**src/rtl/lvbd_pkg.sv**
```systemverilog
// lvbd_pkg: shared constants, types and command/status structs of the
// laplacian variance blur detector; no dependencies
package lvbd_pkg;

	localparam int MAX_WIDTH  = 4096;
	localparam int MAX_HEIGHT = 4096;
	localparam int LINE_AW    = $clog2(MAX_WIDTH);
	localparam int ROW_W      = $clog2(MAX_HEIGHT);
	localparam int SIZE_W     = 13;
	localparam int THR_W      = 16;
	localparam int N_W        = 25;
	localparam int WORD_W     = 64;
	localparam int ITER_W     = $clog2(WORD_W);
	localparam int VAR_W      = 14;
	localparam int FIDX_W     = 32;
	localparam int S1_W       = 32;
	localparam int S2_W       = 40;
	localparam int OUT_W      = 48;

	localparam logic [1:0] CFG_FRAME_WIDTH    = 2'd0;
	localparam logic [1:0] CFG_FRAME_HEIGHT   = 2'd1;
	localparam logic [1:0] CFG_BLUR_THRESHOLD = 2'd2;

	typedef enum logic [2:0] {
		ST_IDLE, ST_PIX, ST_MLOAD, ST_MUL, ST_DLOAD, ST_DIV, ST_OUT
	} lvbd_state_t;

	typedef enum logic [1:0] {MUL_NN, MUL_A, MUL_B, MUL_T} lvbd_mul_op_t;

	typedef struct packed {
		logic         accept;
		logic         pix_step;
		logic         mul_start;
		logic         mul_step;
		logic         mul_last;
		lvbd_mul_op_t mul_op;
		logic         div_start;
		logic         div_step;
		logic         out_load;
	} lvbd_cmd_t;

	typedef struct packed {
		logic frame_end;
		logic out_free;
	} lvbd_status_t;

endpackage

```
**src/rtl/lvbd_ctrl.sv**
```systemverilog
// lvbd_ctrl: sequencing state machine of the blur detector
// depends on lvbd_pkg
module lvbd_ctrl (
	input  logic                  clk,
	input  logic                  arst_n,
	input  logic                  in_valid,
	output logic                  in_ready,
	input  lvbd_pkg::lvbd_status_t status,
	output lvbd_pkg::lvbd_cmd_t    cmd
);
	lvbd_pkg::lvbd_state_t  state_q, state_d;
	lvbd_pkg::lvbd_mul_op_t op_q, op_d;
	logic [lvbd_pkg::ITER_W-1:0] iter_q, iter_d;
	logic iter_end;

	assign iter_end = (iter_q == {lvbd_pkg::ITER_W{1'b1}});

	always_ff @(posedge clk or negedge arst_n) begin
		if (!arst_n) begin
			state_q <= lvbd_pkg::ST_IDLE;
			op_q    <= lvbd_pkg::MUL_NN;
			iter_q  <= '0;
		end else begin
			state_q <= state_d;
			op_q    <= op_d;
			iter_q  <= iter_d;
		end
	end

	always_comb begin
		state_d = state_q;
		op_d    = op_q;
		iter_d  = iter_q;
		case (state_q)
			lvbd_pkg::ST_IDLE: begin
				if (in_valid) state_d = lvbd_pkg::ST_PIX;
			end
			lvbd_pkg::ST_PIX: begin
				op_d   = lvbd_pkg::MUL_NN;
				iter_d = '0;
				state_d = status.frame_end ? lvbd_pkg::ST_MLOAD : lvbd_pkg::ST_IDLE;
			end
			lvbd_pkg::ST_MLOAD: begin
				iter_d  = '0;
				state_d = lvbd_pkg::ST_MUL;
			end
			lvbd_pkg::ST_MUL: begin
				iter_d = iter_q + 1'b1;
				if (iter_end) begin
					if (op_q == lvbd_pkg::MUL_T) begin
						state_d = lvbd_pkg::ST_DLOAD;
					end else begin
						op_d    = lvbd_pkg::lvbd_mul_op_t'(op_q + 1'b1);
						state_d = lvbd_pkg::ST_MLOAD;
					end
				end
			end
			lvbd_pkg::ST_DLOAD: begin
				iter_d  = '0;
				state_d = lvbd_pkg::ST_DIV;
			end
			lvbd_pkg::ST_DIV: begin
				iter_d = iter_q + 1'b1;
				if (iter_end) state_d = lvbd_pkg::ST_OUT;
			end
			lvbd_pkg::ST_OUT: begin
				if (status.out_free) state_d = lvbd_pkg::ST_IDLE;
			end
			default: state_d = lvbd_pkg::ST_IDLE;
		endcase
	end

	always_comb begin
		cmd = '0;
		cmd.mul_op = op_q;
		in_ready = 1'b0;
		case (state_q)
			lvbd_pkg::ST_IDLE: begin
				in_ready   = 1'b1;
				cmd.accept = in_valid;
			end
			lvbd_pkg::ST_PIX:   cmd.pix_step  = 1'b1;
			lvbd_pkg::ST_MLOAD: cmd.mul_start = 1'b1;
			lvbd_pkg::ST_MUL: begin
				cmd.mul_step = 1'b1;
				cmd.mul_last = iter_end;
			end
			lvbd_pkg::ST_DLOAD: cmd.div_start = 1'b1;
			lvbd_pkg::ST_DIV:   cmd.div_step  = 1'b1;
			lvbd_pkg::ST_OUT:   cmd.out_load  = status.out_free;
			default: cmd = '0;
		endcase
	end
endmodule

```
**config.mk**
```make
export PLATFORM = sky130hd
export DESIGN_NAME = lvbd_ctrl
export DESIGN_NICKNAME = d
export VERILOG_FILES = /design/src/rtl/lvbd_pkg.sv /design/src/rtl/lvbd_ctrl.sv
export SDC_FILE = /design/constraint.sdc
export NUM_CORES = 1
export LEC_CHECK = 0
export BUFFER_PORTS_ARGS = -buffer_cell sky130_fd_sc_hd__buf_4
export CORE_MARGIN = 4
export CORE_UTILIZATION = 57
export DETAILED_ROUTE_END_ITERATION = 12
export PLACE_DENSITY = 0.82
export SETUP_SLACK_MARGIN = 0.3
export SLEW_MARGIN = 25
export SYNTH_ARGS = -nofsm -noshare
export SYNTH_HDL_FRONTEND = slang
export SYNTH_SLANG_ARGS = --single-unit
```
**constraint.sdc**
```tcl
create_clock -name clk -period 3 [get_ports clk]
set_input_delay 0.3 -clock clk [delete_from_list [all_inputs] [get_ports clk]]
set_output_delay 0.3 -clock clk [all_outputs]
set_load 0.05 [all_outputs]
```
=== Yosys cells after proc, flatten, opt, wreduce, memory -nomap -nowiden ===
Index checks and enable logic that the tools add are counted.

* $add $sub $neg: 2
* $mul: 0
* Div/mod/pow operators: 0
* $lt $le $gt $ge: 0
* Equal/unequal tests: 13
* Shifts and indexed selects: 0
* Mux-type cells: 20
* Bitwise gates (word level): 0
* Reduce and logical (&&, ||, !) cells: 8

{| class="wikitable"
|+ Operators with widths
! kind !! count
|-
| case mux 3 bit (7 select lines) || 1
|-
| two-way mux 3 bit || 5
|-
| case mux 6 bit (2 select lines) || 1
|-
| two-way mux 2 bit || 5
|-
| != test 2 bit (second input constant) || 5
|-
| == test 3 bit (second input constant) || 3
|-
| two-way mux 1 bit || 7
|-
| OR reduction 7 bit || 1
|-
| adder 6 x 1 -> 6 bit (second input constant) || 1
|-
| == test 3 x 2 -> 1 bit (second input constant) || 2
|-
| == test 6 bit (second input constant) || 1
|-
| case mux 2 bit (2 select lines) || 1
|-
| AND reduction 4 bit || 1
|-
| nonzero test 2 bit || 2
|-
| == test 3 x 1 -> 1 bit (second input constant) || 1
|-
| zero test 3 bit || 1
|-
| AND reduction 3 bit || 1
|-
| OR reduction 3 bit || 1
|-
| adder 2 x 1 -> 2 bit (second input constant) || 1
|-
| == test 2 bit (second input constant) || 1
|-
| OR reduction 2 bit || 1
|}

* Register bits: 11
* Bits in latches: 0
* Bits in writable memories: 0
* Bits in read-only memories: 0
* Bits of input ports: 5
* Output and inout bits: 11
* Word-level logic and storage cells: 46
* Memories: 0

=== Longest topological paths before layout ===
Gate-level depths: netlist of the first run.

* Word-level depth: 4
* Mapped depth: 5

=== Worst setup path before layout of the first run ===
OpenSTA, ideal clock, no wires.

* Path type: register -> output
* Start: register state_q[1]
* End: output port cmd[0] (netlist name)
* Data arrival time: 1.947 ns
* Required time: 2.700 ns
* Path slack: 0.753 ns
* Cell stages (with the launch flop): 4
* Cells stage by stage: dfrtp_1 clkbuf_1 nand2_1 nor3b_1

{| class="wikitable"
|+ RTL lines
! item !! RTL line !! source
|-
| from (decl) || lvbd_ctrl.sv:11 || <nowiki>lvbd_pkg::lvbd_state_t state_q, state_d;</nowiki>
|-
| from (signal assigned) || lvbd_ctrl.sv:20 || <nowiki>state_q <= lvbd_pkg::ST_IDLE;</nowiki>
|-
| from (signal assigned) || lvbd_ctrl.sv:24 || <nowiki>state_q <= state_d;</nowiki>
|-
| to (decl) || lvbd_ctrl.sv:9 || <nowiki>output lvbd_pkg::lvbd_cmd_t cmd</nowiki>
|}

==> results of run 1 <==
-- worst register-to-register path, stage by stage, from the launching register on --
cell      delay, ns
dfrtp_1        0.74
nand3b_1       0.33
or4_1          0.58
o211ai_1       0.09
-- timing repair --
action,in CTS,in global routing
endpoints found under the hold margin,11,0
hold buffers,1,0
resized for setup,0,0
-- logic make-up (layout without fill, tap and decap cells) --
family | Yosys count | after routing | share of synthesized area
compound gates | 34 | 34 | 0.264
simple gates | 41 | 41 | 0.298
xor+xnor | 1 | 1 | 0.0108
fa+ha+maj | 2 | 2 | 0.0307
flops | 11 | 11 | 0.338
buf+inv | 10 | 22 | 0.0584
-- final cells by class --
cell class	instances	share of cell area
clock buffers	4	0.0279
multi-input cells	78	0.522
flip-flops and latches	11	0.292
inverters	2	0.00797
repair buffers	16	0.130
well taps	15	0.0199
-- layout by cell type (no fill, tap or decap), drive strengths merged, types with 3 or more instances in the layout --
master,count
a21boi,3
o211ai,3
nor2,4
nor3,5
nand3,7
clkbuf,4
o21ai,12
buf,15
dfrtp,11
nand2,9
a21oi,8
-- power breakdown --
group	leakage, nW	switching (mW)	total, mW	internal (mW)
clock	0.0150	0.0504	0.102	0.0514
sequential	0.150	0.0738	0.243	0.169
combinational	0.276	0.205	0.309	0.104
total	0.441	0.329	0.654	0.325
-- sequential cells by signal, indices dropped and copies added, names as in the netlist --
| name | cells |
|---|---|
| iter_q | 6 |
| state_q | 3 |
| op_q | 2 |
-- layer usage --
layer / track usage / vias to the layer above / share of wire
li1: - / 393 / -
met1: 0.265 / 358 / 0.49
met2: 0.287 / 26 / 0.44
met3: 0.0395 / 2 / 0.065
met4: 0.0909 / 0 / 0.0063
met5: 0 / - / 0
-- worst max-delay path by stage --
stage,startpoint,to,slack [ns],cells after the start
4_1_cts,state_q[1]$_DFFE_PN0P_,cmd[5],0.97,3
3_5_place_dp,state_q[1]$_DFFE_PN0P_,iter_q[5]$_DFFE_PN0P_,1.24,3
3_3_place_gp,iter_q[0]$_DFFE_PN0P_,cmd[5],1.26,5
5_1_grt,state_q[1]$_DFFE_PN0P_,cmd[0],0.76,3
6_report,state_q[1]$_DFFE_PN0P_,cmd[5],0.94,3
2_1_floorplan,state_q[1]$_DFFE_PN0P_,cmd[0],0.75,3
==> results.yml, run 1 <==
setup_path:
  worstPathCellList: "nand3b_1 > nor2_1 > buf_4"
  cp.arrival_ns: 1.76
  path_max_fanout: 22
  crit_family: "flip-flops"
  cp_num_buf_inv: 1
  critPathSlowestCell: "dfrtp_1"
  required_ns: 2.70
  crit_path_end_kind: "primary output"
  reg2reg_to: "iter_q[5]$_DFFE_PN0P_"
  critPathKind: "reg -> out"
  max_stage_delay_ns: 0.74
  critPathLaunchType: "flip-flop"
  r2r_start: "state_q[1]$_DFFE_PN0P_"
  r2r_setup_slack_ns: 1.18
  rr_worst_depth: 3
floorplan:
  fp.dieW_microns: 45.8
  coreArea_sq_mm: 0.00132
  ios: 16
  die_y_microns: 45.8
  initial_utilization: 0.618
  rows: 13
  die_area_sq_mm: 0.00210
logic_synthesis:
  avgSynthCellArea_sq_um: 8.23
  synth.yosys.warnings: 0
  netlist_instances: 99
  ys_top_cells_by_area: "dfrtp_1, o21ai_0, a21oi_1"
  mappedNetlistArea_sq_um: 815
  yosysTopAreaCellShare: 0.338
  synth_cell_types: 36
  yosysSeqAreaShare: 0.338
  syn_nets: 106
  yosysTopAreaCell: "dfrtp_1"
  yosys_register_bits: 11
  synth_edf_count: 0
  yosys.cell_count.top_type: "dfrtp_1"
  synth_common_cells: "dfrtp_1, o21ai_0, nand2_1"
  synthFlopType: "dfrtp_1"
  async_reset_ff_frac: 1.00
cells_and_area:
  seq_area_sq_um: 275
  nFillCells: 107
  multiInputGateArea_sq_um: 492
  final_layout_size_suffix_gt1_frac: 0.180
  areaGrowthSynthToFinish_pct: 15.7
  nNetsFinal: 119
  num_antenna_cells: 0
  final_core_utilization: 0.715
  instances_no_fill: 126
  fin_area_sq_um: 942
drt:
  drt_iter0_drc: 43
  wl_per_cell_microns: 13.8
  wirelength_mm: 1.75
  via_per_inst: 6.18
  drc: 0
  ant_nets: 0
  vias: 779
  drt_pass1_iterations: 4
timing:
  period_minus_slack_ns: 2.06
  setup_slack_ns: 0.937
  period_share: 0.688
  tightest_slew_ns: 0.613
  maxSlewHeadroom: 0.591
  hold_viol: 0
  setup_viol: 0
  clock_skew_ns: 0.000842
  rsz0062_at_grt: "false"
  fin_setup_tns_ns: 0
  hold_ws_ns: 0.346
  drv_slew: 0
  max_freq_mhz: 485
worst_hold_path:
  hold_start: "in_valid"
  hp-class: "in -> reg"
  hold_end: "state_q[0]$_DFFE_PN0P_"
  min_path_cells: 3
clock_tree:
  root_buffer: "clkbuf_4"
  cts_sinks: 11
  path_clk_slew_ns: 0.07
  cts_buffers: 3
  insertion_delay_ns: 0.26
  htreeDepth: 1
  clockBufferDepth: 2
  tritoncts: "built"
  cts_setup_buffers: 0
grt:
  overflow: 0
  antenna_found_initial: 0
  grt_pass1_vias: 715
  grt_pass1_wl_mm: 3.02
  gr-usage-all-layers: 0.193
  grt_max_degree: 23
status:
  status: "completed"
place:
  placed_area_sq_um: 906
  io_buffers: 15
  place_inst: 121
  place_ws_ns: 1.24
  dp_hpwl_mm: 1.27
  finalWeightedCongestion: 0.816
flow_run:
  cap_violations: 0
power_and_ir_drop:
  p_per_area_mw_per_mm2: 694
  finalPower_mw: 0.654
  ir_drop_mv: 0.485
  leakage_nw: 0.441
Power figures use the tool's default switching activity.
==> run 2: changes to the inputs <==
--- a/config.mk
+++ b/config.mk
@@ -7,9 +7,9 @@
 export LEC_CHECK = 0
 export BUFFER_PORTS_ARGS = -buffer_cell sky130_fd_sc_hd__buf_4
 export CORE_MARGIN = 4
-export CORE_UTILIZATION = 57
+export CORE_UTILIZATION = 53
 export DETAILED_ROUTE_END_ITERATION = 12
-export PLACE_DENSITY = 0.82
+export PLACE_DENSITY = 0.77
 export SETUP_SLACK_MARGIN = 0.3
 export SLEW_MARGIN = 25
 export SYNTH_ARGS = -nofsm -noshare
==> constraint.sdc (replaced) <==
create_clock -name clk -period 1.98 [get_ports clk]
set_input_delay 0.198 -clock clk [delete_from_list [all_inputs] [get_ports clk]]
set_output_delay 0.198 -clock clk [all_outputs]
set_load 0.05 [all_outputs]
==> results.yml, run 2 (synthesis results as in run 1) <==
status:
  status: "completed"
drt:
  drt_pass1_iterations: 4
  drc: 0
  vias: 855
  wl_per_cell_microns: 16.1
  drt-met1-wl_microns: 933
  via_per_inst: 6.20
  dr_wl_met2_mm: 1.08
  wirelength_mm: 2.23
  wl_met3_microns: 175
  ant_nets: 0
  drt_iter0_drc: 43
  top_layer: "met4"
clock_tree:
  cts_buffers: 3
  root_buffer: "clkbuf_4"
  cts_sinks: 11
  clockBufferDepth: 2
  tritoncts: "built"
  htreeDepth: 1
  path_clk_slew_ns: 0.08
  insertion_delay_ns: 0.27
setup_path:
  max_stage_delay_ns: 0.49
  crit_path_end_kind: "flip-flop"
  cp.arrival_ns: 1.87
  required_ns: 2.18
  critPathSlowestCell: "or4b_1"
  rr_worst_depth: 6
  critPathLaunchType: "flip-flop"
  r2r_start: "iter_q[1]$_DFFE_PN0P_"
  critPathLaunch: "iter_q[1]$_DFFE_PN0P_"
  critPathKind: "reg -> reg"
  path_max_fanout: 4
  worstPathCellList: "ha_4 > and3_4 > buf_4 > nand4b_4 > or4b_1 > nand3_1"
  r2r_setup_slack_ns: 0.32
  reg2reg_to: "op_q[0]$_DFFE_PN0P_"
floorplan:
  coreArea_sq_mm: 0.00137
  die_area_sq_mm: 0.00223
  ios: 16
  rows: 13
  fp.dieW_microns: 47.2
  initial_utilization: 0.596
  die_y_microns: 47.2
power_and_ir_drop:
  finalPower_mw: 1.13
  ir_drop_mv: 0.975
  leakage_nw: 0.510
  p_per_area_mw_per_mm2: 1020
timing:
  hold_viol: 0
  setup_viol: 0
  period_minus_slack_ns: 1.66
  rsz0062_at_grt: "true"
  fin_setup_tns_ns: 0
  period_share: 0.839
  maxSlewHeadroom: 0.764
  max_freq_mhz: 602
  tightest_slew_ns: 0.354
  drv_slew: 0
  clock_skew_ns: 0.00332
  setup_slack_ns: 0.318
cells_and_area:
  seq_area_sq_um: 278
  most-common-layout-cells: "buf_4, o21ai_0, nand2_1, dfrtp_1, a21oi_1"
  nNetsFinal: 131
  num_antenna_cells: 0
  largest-register: "iter_q"
  largest_reg_flops: 6
  top_regs: "iter_q x6, state_q x3, op_q x2"
  final_layout_size_suffix_gt1_frac: 0.341
  nFillCells: 79
  multiInputGateArea_sq_um: 546
  final_common_cell: "buf_4"
  areaGrowthSynthToFinish_pct: 35.9
grt:
  antenna_found_initial: 0
  grt_pass1_wl_mm: 3.52
  gr-usage-all-layers: 0.226
  overflow: 0
  grt_pass1_vias: 744
  grt_max_degree: 17
worst_hold_path:
  hold_start: "in_valid"
  hp-class: "in -> reg"
  min_path_cells: 3
  hold_end: "state_q[0]$_DFFE_PN0P_"
place:
  finalWeightedCongestion: 0.872
  place_ws_ns: 0.356
  io_buffers: 15
  dp_hpwl_mm: 1.44
flow_run:
  cap_violations: 0
## run 2: changes by cell type in the layout (fill, tap and decap cells not counted), moves of 2 or more
| cell | previous run | this run |
|---|---|---|
| a21boi_0 | 3 | 1 |
| buf_4 | 15 | 23 |
| buf_6 | 0 | 3 |
| dfrtp_1 | 11 | 9 |
| dfrtp_2 | 0 | 2 |
| nor2_1 | 4 | 2 |
| nor3b_1 | 2 | 0 |
| nor3b_2 | 0 | 2 |
## run 2: layer usage
| layer | track usage | vias to the layer above |
|---|---|---|
| met5 | 0 | - |
| met1 | 0.308 | 391 |
| li1 | - | 421 |
| met4 | 0.0663 | 0 |
| met2 | 0.363 | 37 |
| met3 | 0.0421 | 6 |
## run 2: cell type report
class                      count  share of cell area
timing repair buffer          28               0.209
multi-input combinational     78               0.493
clock buffer                   4              0.0237
tap                           15              0.0169
inverter                       2             0.00678
sequential                    11               0.251
## run 2: worst max path at each step
stage,to,slack (ns),depth (start not counted)
after global routing,op_q[0]$_DFFE_PN0P_,0.25,6
after detailed placement,cmd[5],0.36,5
after global placement,cmd[5],0.38,5
after CTS,cmd[5],0.27,5
final,op_q[0]$_DFFE_PN0P_,0.32,6
after floorplan,cmd[3],-0.1,3
## run 2: power breakdown
group,internal [mW],switching (mW)
Sequential,0.260,0.0499
Clock,0.0779,0.0807
Combinational,0.231,0.427
Total,0.569,0.558
## run 2: through the flow
step	utilization	hold slack, ns	std cells	cell area, sq um
4_1_cts	0.767	0.255	133	1050
3_3_place_gp	0.694	0.0418	124	948
2_1_floorplan	-	-0.0976	99	835
3_5_place_dp	0.694	0.0437	124	948
6_report	0.810	0.262	138	1110
5_1_grt	0.810	0.272	138	1110
## run 2: critical path: cells and delay by family, from the launching register on
kind,cells,cell delay [ns]
buffers and inverters,1,0.12
adder cells (fa/ha/maj),1,0.16
AND/OR/NAND/NOR,4,0.91
flip-flops,1,0.40
## run 2: timing repair
item,4_1_cts,5_1_grt
hold endpoints to repair,11,0
buffers inserted,4,5
gates resized for setup,12,4
endpoints found under the setup margin,8,7
pin swaps,1,4
hold buffers,1,0
